==> src/sv/chained_hash_dictionary_defines.svh <==
// Assertion macros used by the dictionary's top module.
`ifndef CHAINED_HASH_DICTIONARY_DEFINES_SVH
`define CHAINED_HASH_DICTIONARY_DEFINES_SVH

// Checks that the consequent holds in the same cycle as the antecedent.
`define CHD_ASSERT_SAME(label, ante, cons, msg) \
   label: assert property (@(posedge clock) disable iff (reset) (ante) |-> (cons)) \
      else $error(msg);

// Checks that the consequent holds in the cycle after the antecedent.
`define CHD_ASSERT_NEXT(label, ante, cons, msg) \
   label: assert property (@(posedge clock) disable iff (reset) (ante) |=> (cons)) \
      else $error(msg);

`endif

==> src/sv/chd_ram.sv <==
// Generic single-clock RAM with one write port and one registered read port.
module chd_ram #(
   parameter int WIDTH = 8,
   parameter int DEPTH = 16
) (
   input  logic                             clock,
   input  logic                             wr_en,
   input  logic [$clog2(DEPTH)-1:0]         wr_addr,
   input  logic [WIDTH-1:0]                 wr_data,
   input  logic                             rd_en,
   input  logic [$clog2(DEPTH)-1:0]         rd_addr,
   output logic [WIDTH-1:0]                 rd_data
);

   logic [WIDTH-1:0] mem_ff [DEPTH];
   logic [WIDTH-1:0] rd_data_ff;

   always_ff @(posedge clock) begin
      if (wr_en) begin
         mem_ff[wr_addr] <= wr_data;
      end
      if (rd_en) begin
         rd_data_ff <= mem_ff[rd_addr];
      end
   end

   assign rd_data = rd_data_ff;

endmodule

==> config.mk <==
export PLATFORM = sky130hd
export DESIGN_NAME = chd_ram
export DESIGN_NICKNAME = d
export VERILOG_FILES = /design/src/sv/chained_hash_dictionary_defines.svh /design/src/sv/chd_ram.sv
export SDC_FILE = /design/constraint.sdc
export NUM_CORES = 1
export LEC_CHECK = 0
export BUFFER_PORTS_ARGS = -buffer_cell sky130_fd_sc_hd__buf_4
export CORE_AREA = 2 2 101 103
export DETAILED_ROUTE_END_ITERATION = 10
export DIE_AREA = 0 0 103 105
export PLACE_DENSITY = 0.72
export SYNTH_ARGS = -nofsm -noshare
export SYNTH_HDL_FRONTEND = slang
export SYNTH_SLANG_ARGS = --single-unit
==> constraint.sdc <==
create_clock -name clock -period 2.28 [get_ports clock]
set_clock_uncertainty 0.05 [all_clocks]
set_input_delay 0.228 -clock clock [delete_from_list [all_inputs] [get_ports clock]]
set_output_delay 0.228 -clock clock [all_outputs]
set_load 0.02 [all_outputs]
==> flow_summary.ini, run 1 <==
[outcome]
outcome = complete, no violations

[clocking]
clkTransAtPathRegs_ps = 60
post_cts_buffers = 0
htree_levels = 4
insertion_delay_ps = 510
cts.sinks = 136
clockBufferDepth = 2
cts_tree = yes
cts_buffers = 17
ctsRootBufferMaster = clkbuf_8

[synth]
synth_nets = 248
syn-instance-count = 229
synth_top_area_frac = 0.7812
yosys_warnings = 0
avgSynthCellArea_um2 = 22.83
synth_top_area_cell = edfxtp_1
synth_area_um2 = 5228
seq_area_frac_synth = 0.7812
ys_seq_elements = 136
synth_area_leaders = edfxtp_1 (78%), mux4_2 (7.8%), mux4_1 (7.0%)
synth.distinct_cells = 18

[timing]
timing.hold.ws_ps = 142.5
max_freq_ghz = 0.6515
finalCritPeriodShare = 0.6733
slew_viol_final = 0
fin_tns_setup_ps = 0
tightest_slew_ps = 709.5
hold_violations = 0
period_minus_slack_ps = 1535
max_slew_margin = 0.5260
grt_setup_unrepaired = false
setup_viol = 0

[critical_path]
cp_top_family = multiplexers
crit_path_end_kind = flop
cp.depth = 3
arrival_ps = 1740
reg2reg_depth = 3
r2r_slack_ps = 740
critPathMaxStageDelay_ps = 500
r2r-start = mem_ff[1][0]
critPathLaunchType = flop
crit_type = reg2reg
cp_max_fo = 1
cp_num_buf_inv = 0
r2r-end = rd_data[0]
cp_cell_sequence = mux4_1 -> a22oi_1 -> nand2_1
slowest_stage = mux4_1
critPathRequiredTime_ps = 2480
crit_start = mem_ff[1][0]
cp-endpoint = rd_data[0]

[power_and_ir_drop]
p_int_mw = 4.709
power_density_nw_per_um2 = 916.9
clkPwrFrac = 0.464
peakVddDrop_v = 0.0004970
p_seq_frac = 0.486
power.switching_mw = 1.121
power_frac_comb = 0.051
netSwitchingFraction = 0.1923
leakagePower_nw = 2.169

[grt]
grt_remaining_overflow = 0
grt_first_pass_wirelength_mm = 14.79
grt_pass1_vias = 2543
grt_max_degree = 33
grt_use_total = 0.1974
antenna_found_initial = 0

[routing]
antenna_left = 0
wire_per_inst_um = 21.92
route.met3.wl_um = 617
drc = 0
dr.max_layer_used = met4
drt-met1-wl_mm = 4.120
vias_per_cell = 5.721
met2WireLength_mm = 4.721
wl_mm = 9.602
vias = 2506
drtIter0Drc = 178
drt_pre_antenna_iters = 4

[layout]
layout_common_cells = edfxtp_1 (136), buf_4 (43), mux4_2 (18)
syn2layout_area_growth_pct = 21.64
final_common_cell = edfxtp_1
nets = 311
drive_gt1_frac = 0.3049
antenna_cells = 0

[floorplan]
rows = 36
core_area_um2 = 9639
start_util = 0.5423
ios = 27
die_area_um2 = 10820
dieHeight_um = 105
die_w_um = 103

[placement]
dp_hpwl_mm = 6.137
globalplace.congestion = 0.7752
numPortBuffers = 26

[flow_run]
cap_violations = 0

[hold_path]
hold_path_class = in2reg
-- layer usage --
metal	GRT usage	vias to the layer above
li1	-	1109
met1	0.2818	1288
met2	0.2950	99
met3	0.05485	10
met4	0.07143	0
met5	0	-
-- tightest hold or removal path, stage by stage --
cell	delay, ps
buf_4	90
or3b_2	150
nor2_1	70
-- worst min path at each step --
stage                     startpoint       endpoint  slack (ps)  depth (start not counted)
after floorplan           wr_data[0]   mem_ff[0][0]         280                          0
after global placement    wr_data[0]   mem_ff[4][0]         480                          1
after detailed placement  wr_data[4]  mem_ff[14][4]         490                          1
after CTS                 wr_addr[2]   mem_ff[2][7]         120                          3
after global routing      wr_addr[3]   mem_ff[3][7]         130                          3
final                     wr_addr[3]   mem_ff[2][7]         140                          3
-- cells in the mapped netlist --
cell / count
nor2_1: 13
and2b_1: 1
clkdlybuf4s25_2: 3
mux4_1: 14
nand2b_1: 2
nor2b_1: 1
edfxtp_1: 136
a22oi_1: 16
mux4_2: 18
or3b_2: 1
nor3_1: 4
buf_4: 1
and2_1: 1
buf_6: 3
buf_2: 3
nand3_1: 1
nand2_1: 9
nand3b_1: 2
-- layout make-up --
type,instances,area [um2]
flip-flops and latches,136,4084
well taps,133,166.4
clock buffers,17,414.1
fillers,666,3281
repair buffers,54,452.9
multi-input cells,83,1057
clock inverters,15,183.9
-- power by group through the flow --
stage	registers [mW]	logic, mW	clock network (mW)
after global placement	2.88	0.278	0
after floorplan	2.90	0.142	0
final	2.83	0.296	2.70
after CTS	2.83	0.300	2.75
after detailed placement	2.88	0.285	0
after global routing	2.84	0.319	2.85
-- registers in the layout, indices dropped and copies added, names as in the netlist --
| register | flops |
|---|---|
| rd_data | 8 |
| mem_ff | 128 |
-- stage by stage --
stage	utilization	area (um2)	total power, mW	setup slack (ps)	cells
floorplan	-	5228	3.038	509.1	229
global placement	0.5883	5670	3.160	396.1	397
detailed placement	0.5883	5670	3.168	408.9	397
CTS	0.6597	6359	5.883	751.3	438
global route	0.6597	6359	6.003	703.3	438
finish	0.6597	6359	5.830	745.0	438
-- cells by family (layout without fill, tap and decap cells) --
group,Yosys count,after routing,share of synthesized area
simple gates,35,35,0.03136
compound gates,16,16,0.02298
buf+inv,10,86,0.01651
flops,136,136,0.7812
mux,32,32,0.1479
-- timing repair --
| item | CTS | global route |
|---|---|---|
| hold buffers | 9 | 0 |
| gates resized for setup | 0 | 0 |
| hold endpoints to repair | 136 | 0 |
Note: power is estimated with default switching activity, not from simulation.
==> run 2, diff against run 1 <==
- CORE_AREA: 2 2 101 103 -> 2 2 102 104
- DIE_AREA: 0 0 103 105 -> 0 0 104 106
- PLACE_DENSITY: 0.72 -> 0.73
- clock period: 2.28 -> 1.4 ns (I/O delays scaled with it)
==> run 2 against run 1 <==
Against the previous run: worst hold slack got worse by 50 ps; final cell count rose by 2.5%; global-route usage fell by 0.23 points; clock-buffer cell count rose by 2; sequential share of layout area fell by 0.63 points; the flow now finishes with violations (setup timing); largest cell class unchanged; critical path type unchanged; highest routed layer unchanged; clock power rose by 54%; via count rose by 0.48%; setup slack got worse by 820 ps; first-iteration DRC count rose by 6.7%; total power rose by 60%; register-to-register slack got worse by 820 ps.
==> flow_summary.ini, run 2 (same netlist as run 1, synthesis figures left out) <==
[outcome]
outcome = finished, violations left
violations = setup timing

[floorplan]
die_w_um = 104
rows = 37
start_util = 0.5228
die_area_um2 = 11020
dieHeight_um = 106
ios = 27
core_area_um2 = 10000

[layout]
largest_register_ffs = 128
fill_cells = 681
antenna_cells = 0
final_cells = 449
drive_gt1_frac = 0.4058
top_register = mem_ff
syn2layout_area_growth_pct = 22.83
final_common_cell = edfxtp_1
layout_common_cells = edfxtp_1 (136), buf_4 (51), mux4_2 (32)
stdcell_area_um2 = 6421
multi_input_area_um2 = 1060
ff_latch_area_um2 = 4084
nets = 321

[grt]
grt_use_total = 0.1951
grt_max_degree = 17
antenna_found_initial = 0
grt_remaining_overflow = 0
grt_first_pass_wirelength_mm = 15.02
grt_pass1_vias = 2495

[clocking]
htree_levels = 4
cts_buffers = 17
clkTransAtPathRegs_ps = 60
insertion_delay_ps = 520
post_cts_buffers = 0
cts_tree = yes
ctsRootBufferMaster = clkbuf_8
cts.sinks = 136
clockBufferDepth = 2

[critical_path]
critPathRequiredTime_ps = 1620
crit_path_end_kind = flop
cp_num_buf_inv = 0
critPathMaxStageDelay_ps = 520
cp_cell_sequence = mux4_2 -> a22oi_1 -> nand2_1
arrival_ps = 1700
crit_type = reg2reg
cp_top_family = multiplexers
cp.depth = 3
critPathLaunchType = flop
reg2reg_depth = 3
cp_max_fo = 1
slowest_stage = mux4_2

[power_and_ir_drop]
peakVddDrop_v = 0.0009754
power.switching_mw = 1.817
p_seq_frac = 0.495
finalPower_mw = 9.331
clkPwrFrac = 0.446
p_int_mw = 7.514
leakagePower_nw = 2.159
power_frac_comb = 0.059
power_density_nw_per_um2 = 1453
netSwitchingFraction = 0.1948

[routing]
drc = 0
drtIter0Drc = 190
antenna_left = 0
vias = 2518
wl_mm = 9.976
vias_per_cell = 5.608
wire_per_inst_um = 22.22
drt_pre_antenna_iters = 4

[placement]
dp.cells = 410
post-place-ws_ps = -312.4
globalplace.congestion = 0.7606
dpl_cell_area_um2 = 5734
dp_hpwl_mm = 6.296
numPortBuffers = 26

[timing]
slew_viol_final = 0
tightest_slew_ps = 822.5
period_minus_slack_ps = 1479
grt_setup_unrepaired = true
finalCritPeriodShare = 1.056
max_freq_ghz = 0.6763
hold_violations = 0
setup_viol = 8
timing.hold.ws_ps = 93.01
layout_setup_ws_ps = -78.73
max_slew_margin = 0.4496

[hold_path]
hold_depth = 3
hold_path_class = in2reg

[flow_run]
cap_violations = 0
-- run 2: cell types whose count changed in the layout (fill, tap and decap cells not counted), sizes merged --
cell,change
clkbuf,+2
buf,+10
bufinv,-1
clkinvlp,-1
clkinv,-2
-- run 2: cell type report --
type / instances / area share
Sequential cell: 136 / 0.6360
Multi-Input combinational cell: 83 / 0.1650
Timing Repair Buffer: 64 / 0.08613
Clock buffer: 19 / 0.06567
Tap cell: 136 / 0.02650
Clock inverter: 11 / 0.02065
-- run 2: path summary, 6_finish.rpt --
check                 from       endpoint  slack, ps
max          mem_ff[15][1]     rd_data[1]        -80
min             wr_addr[0]  mem_ff[12][0]         90
max reg2reg  mem_ff[15][1]     rd_data[1]        -80
min reg2reg  mem_ff[10][5]     rd_data[5]        710
-- run 2: power groups by stage --
| stage | combinational (mW) | sequential (mW) | clock, mW |
|---|---|---|---|
| floorplan | 0.252 | 4.72 | 0 |
| global placement | 0.505 | 4.69 | 0 |
| detailed placement | 0.514 | 4.70 | 0 |
| CTS | 0.556 | 4.61 | 4.21 |
| global route | 0.594 | 4.62 | 4.39 |
| finish | 0.555 | 4.61 | 4.16 |
-- run 2: repair_timing --
action                     4_1_cts  5_1_grt
setup endpoints to repair        8        8
hold buffers                     9        0
gates resized for setup          8        4
pin swaps                        2        1
hold endpoints to repair       136        0
-- run 2: worst min-delay path: cells and delay by family --
kind	cells	cell delay [ps]
buffers and inverters	2	290
AND/OR/NAND/NOR	1	50
-- run 2: metrics by stage --
step	setup TNS, ps	util
floorplan	-1676	-
global placement	-4032	0.5734
detailed placement	-4735	0.5734
CTS	-431.8	0.6419
global route	-665.0	0.6421
finish	-334.5	0.6421
-- run 2: routing by layer --
layer  track usage  wire (um)  up-vias
met2        0.2871       4774      102
met5             0          0        -
met4       0.08301        187        0
met3       0.05825        663       13
met1        0.2757       4351     1293
li1              -          -     1110
==> run 3, diff against run 2 <==
- CORE_AREA: 2 2 102 104 -> 2 2 118 120
- DIE_AREA: 0 0 104 106 -> 0 0 120 122
- PLACE_DENSITY: 0.73 -> 0.57
==> run 3 against run 2 <==
Against the previous run: the run still ends with setup timing left; via count fell by 1.2%; die area grew 33%; sequential cell count stayed put; fmax increased by 0.47%; non-clock buffer count shrank 1; global-route usage down 3.5 points; final area increased by 0.94%; critical path type unchanged.
==> flow_summary.ini, run 3 (same netlist as run 1, synthesis figures left out) <==
[outcome]
outcome = finished, violations left
violations = setup timing

[routing]
vias = 2489
drt_pre_antenna_iters = 4
wire_per_inst_um = 21.71
wl_mm = 10.71
vias_per_cell = 5.049
antenna_left = 0
drc = 0
drtIter0Drc = 217

[layout]
top_register = mem_ff
drive_gt1_frac = 0.4153
largest_register_ffs = 128
fill_cells = 1102
antenna_cells = 0
nets = 320
final_cells = 493
final_common_cell = edfxtp_1
ff_latch_area_um2 = 4084
multi_input_area_um2 = 1045
layout_common_cells = edfxtp_1 (136), buf_4 (57), mux4_2 (32)
syn2layout_area_growth_pct = 23.98

[timing]
max_freq_ghz = 0.6794
timing.hold.ws_ps = 12.01
max_slew_margin = 0.3717
fin_tns_setup_ps = -314.9
tightest_slew_ps = 940.5
layout_setup_ws_ps = -71.79
setup_viol = 8
period_minus_slack_ps = 1472
hold_violations = 0
finalCritPeriodShare = 1.051
grt_setup_unrepaired = true
slew_viol_final = 0

[power_and_ir_drop]
netSwitchingFraction = 0.1976
p_seq_frac = 0.476
peakVddDrop_v = 0.0008670
leakagePower_nw = 2.173
p_int_mw = 7.791
power_frac_comb = 0.054
power_density_nw_per_um2 = 1498
finalPower_mw = 9.709
clkPwrFrac = 0.470
power.switching_mw = 1.918

[clocking]
htree_levels = 4
cts_tree = yes
post_cts_buffers = 0
clockBufferDepth = 2
cts_buffers = 17
cts.sinks = 136
clkTransAtPathRegs_ps = 60
ctsRootBufferMaster = clkbuf_16
insertion_delay_ps = 410

[placement]
post-place-ws_ps = -397.1
globalplace.congestion = 0.7642
numPortBuffers = 26
dp.cells = 459
dp_hpwl_mm = 6.963

[floorplan]
ios = 27
die_area_um2 = 14640
core_area_um2 = 13500
dieHeight_um = 122
die_w_um = 120
start_util = 0.3871
rows = 43

[grt]
antenna_found_initial = 0
grt_max_degree = 17
grt_use_total = 0.1604
grt_pass1_vias = 2641
grt_remaining_overflow = 0
grt_first_pass_wirelength_mm = 16.49

[critical_path]
critPathLaunchType = flop
arrival_ps = 1580
critPathRequiredTime_ps = 1500
crit_type = reg2reg
cp_max_fo = 1
crit_path_end_kind = flop

[hold_path]
hold_path_class = in2reg

[flow_run]
cap_violations = 0
[run 3: cell types whose count changed in the layout (fill, tap and decap cells not counted), moves of 3 or more]
| cell | delta |
|---|---|
| dlygate4sd3_1 | -6 |
| clkinv_4 | +3 |
| clkinv_2 | -4 |
| a22oi_2 | -3 |
| a22oi_1 | +3 |
| buf_4 | +6 |
[run 3: metrics by stage]
step / cell area, um2 / utilization
detailed placement: 5814 / 0.4306
finish: 6481 / 0.4799
global route: 6481 / 0.4799
CTS: 6476 / 0.4796
global placement: 5814 / 0.4306
floorplan: 5221 / -
[run 3: cell type report]
type / instances / share of cell area
Sequential cell: 136 / 0.6301
Timing Repair Buffer: 63 / 0.07992
Clock buffer: 18 / 0.06622
Multi-Input combinational cell: 83 / 0.1612
Tap cell: 180 / 0.03475
Clock inverter: 13 / 0.02780
[run 3: power by group through the flow]
stage / registers (mW) / logic (mW) / clock network [mW]
final: 4.62 / 0.523 / 4.57
after global placement: 4.70 / 0.498 / 0
after floorplan: 4.72 / 0.252 / 0
after CTS: 4.62 / 0.531 / 4.62
after detailed placement: 4.70 / 0.509 / 0
after global routing: 4.63 / 0.564 / 4.79
[run 3: critical path, cell delays in order, from the launching register on]
cell	delay (ps)
edfxtp_1	380
mux4_2	490
a22oi_2	220
nand2_1	80
[run 3: layer usage]
layer | part of all wire | vias up | track usage
met2 | 0.47 | 72 | 0.2418
met4 | 0.019 | 0 | 0.07132
met1 | 0.48 | 1292 | 0.2245
met3 | 0.039 | 12 | 0.03605
li1 | - | 1113 | -
met5 | 0 | - | 0
[run 3: path summary, 6_finish.rpt]
path	start	end	slack (ps)	cells after the start
hold / removal	wr_data[1]	mem_ff[5][1]	10	1
setup / recovery	mem_ff[0][4]	rd_data[4]	-70	3
hold reg to reg	mem_ff[12][4]	rd_data[4]	700	3
setup reg to reg	mem_ff[0][4]	rd_data[4]	-70	3
[run 3: repair_timing]
item,in CTS,in global routing
setup endpoints to repair,8,8
cloned,0,0
resized for setup,8,1
pin swaps,4,0
hold endpoints to repair,37,0
hold buffers,3,0
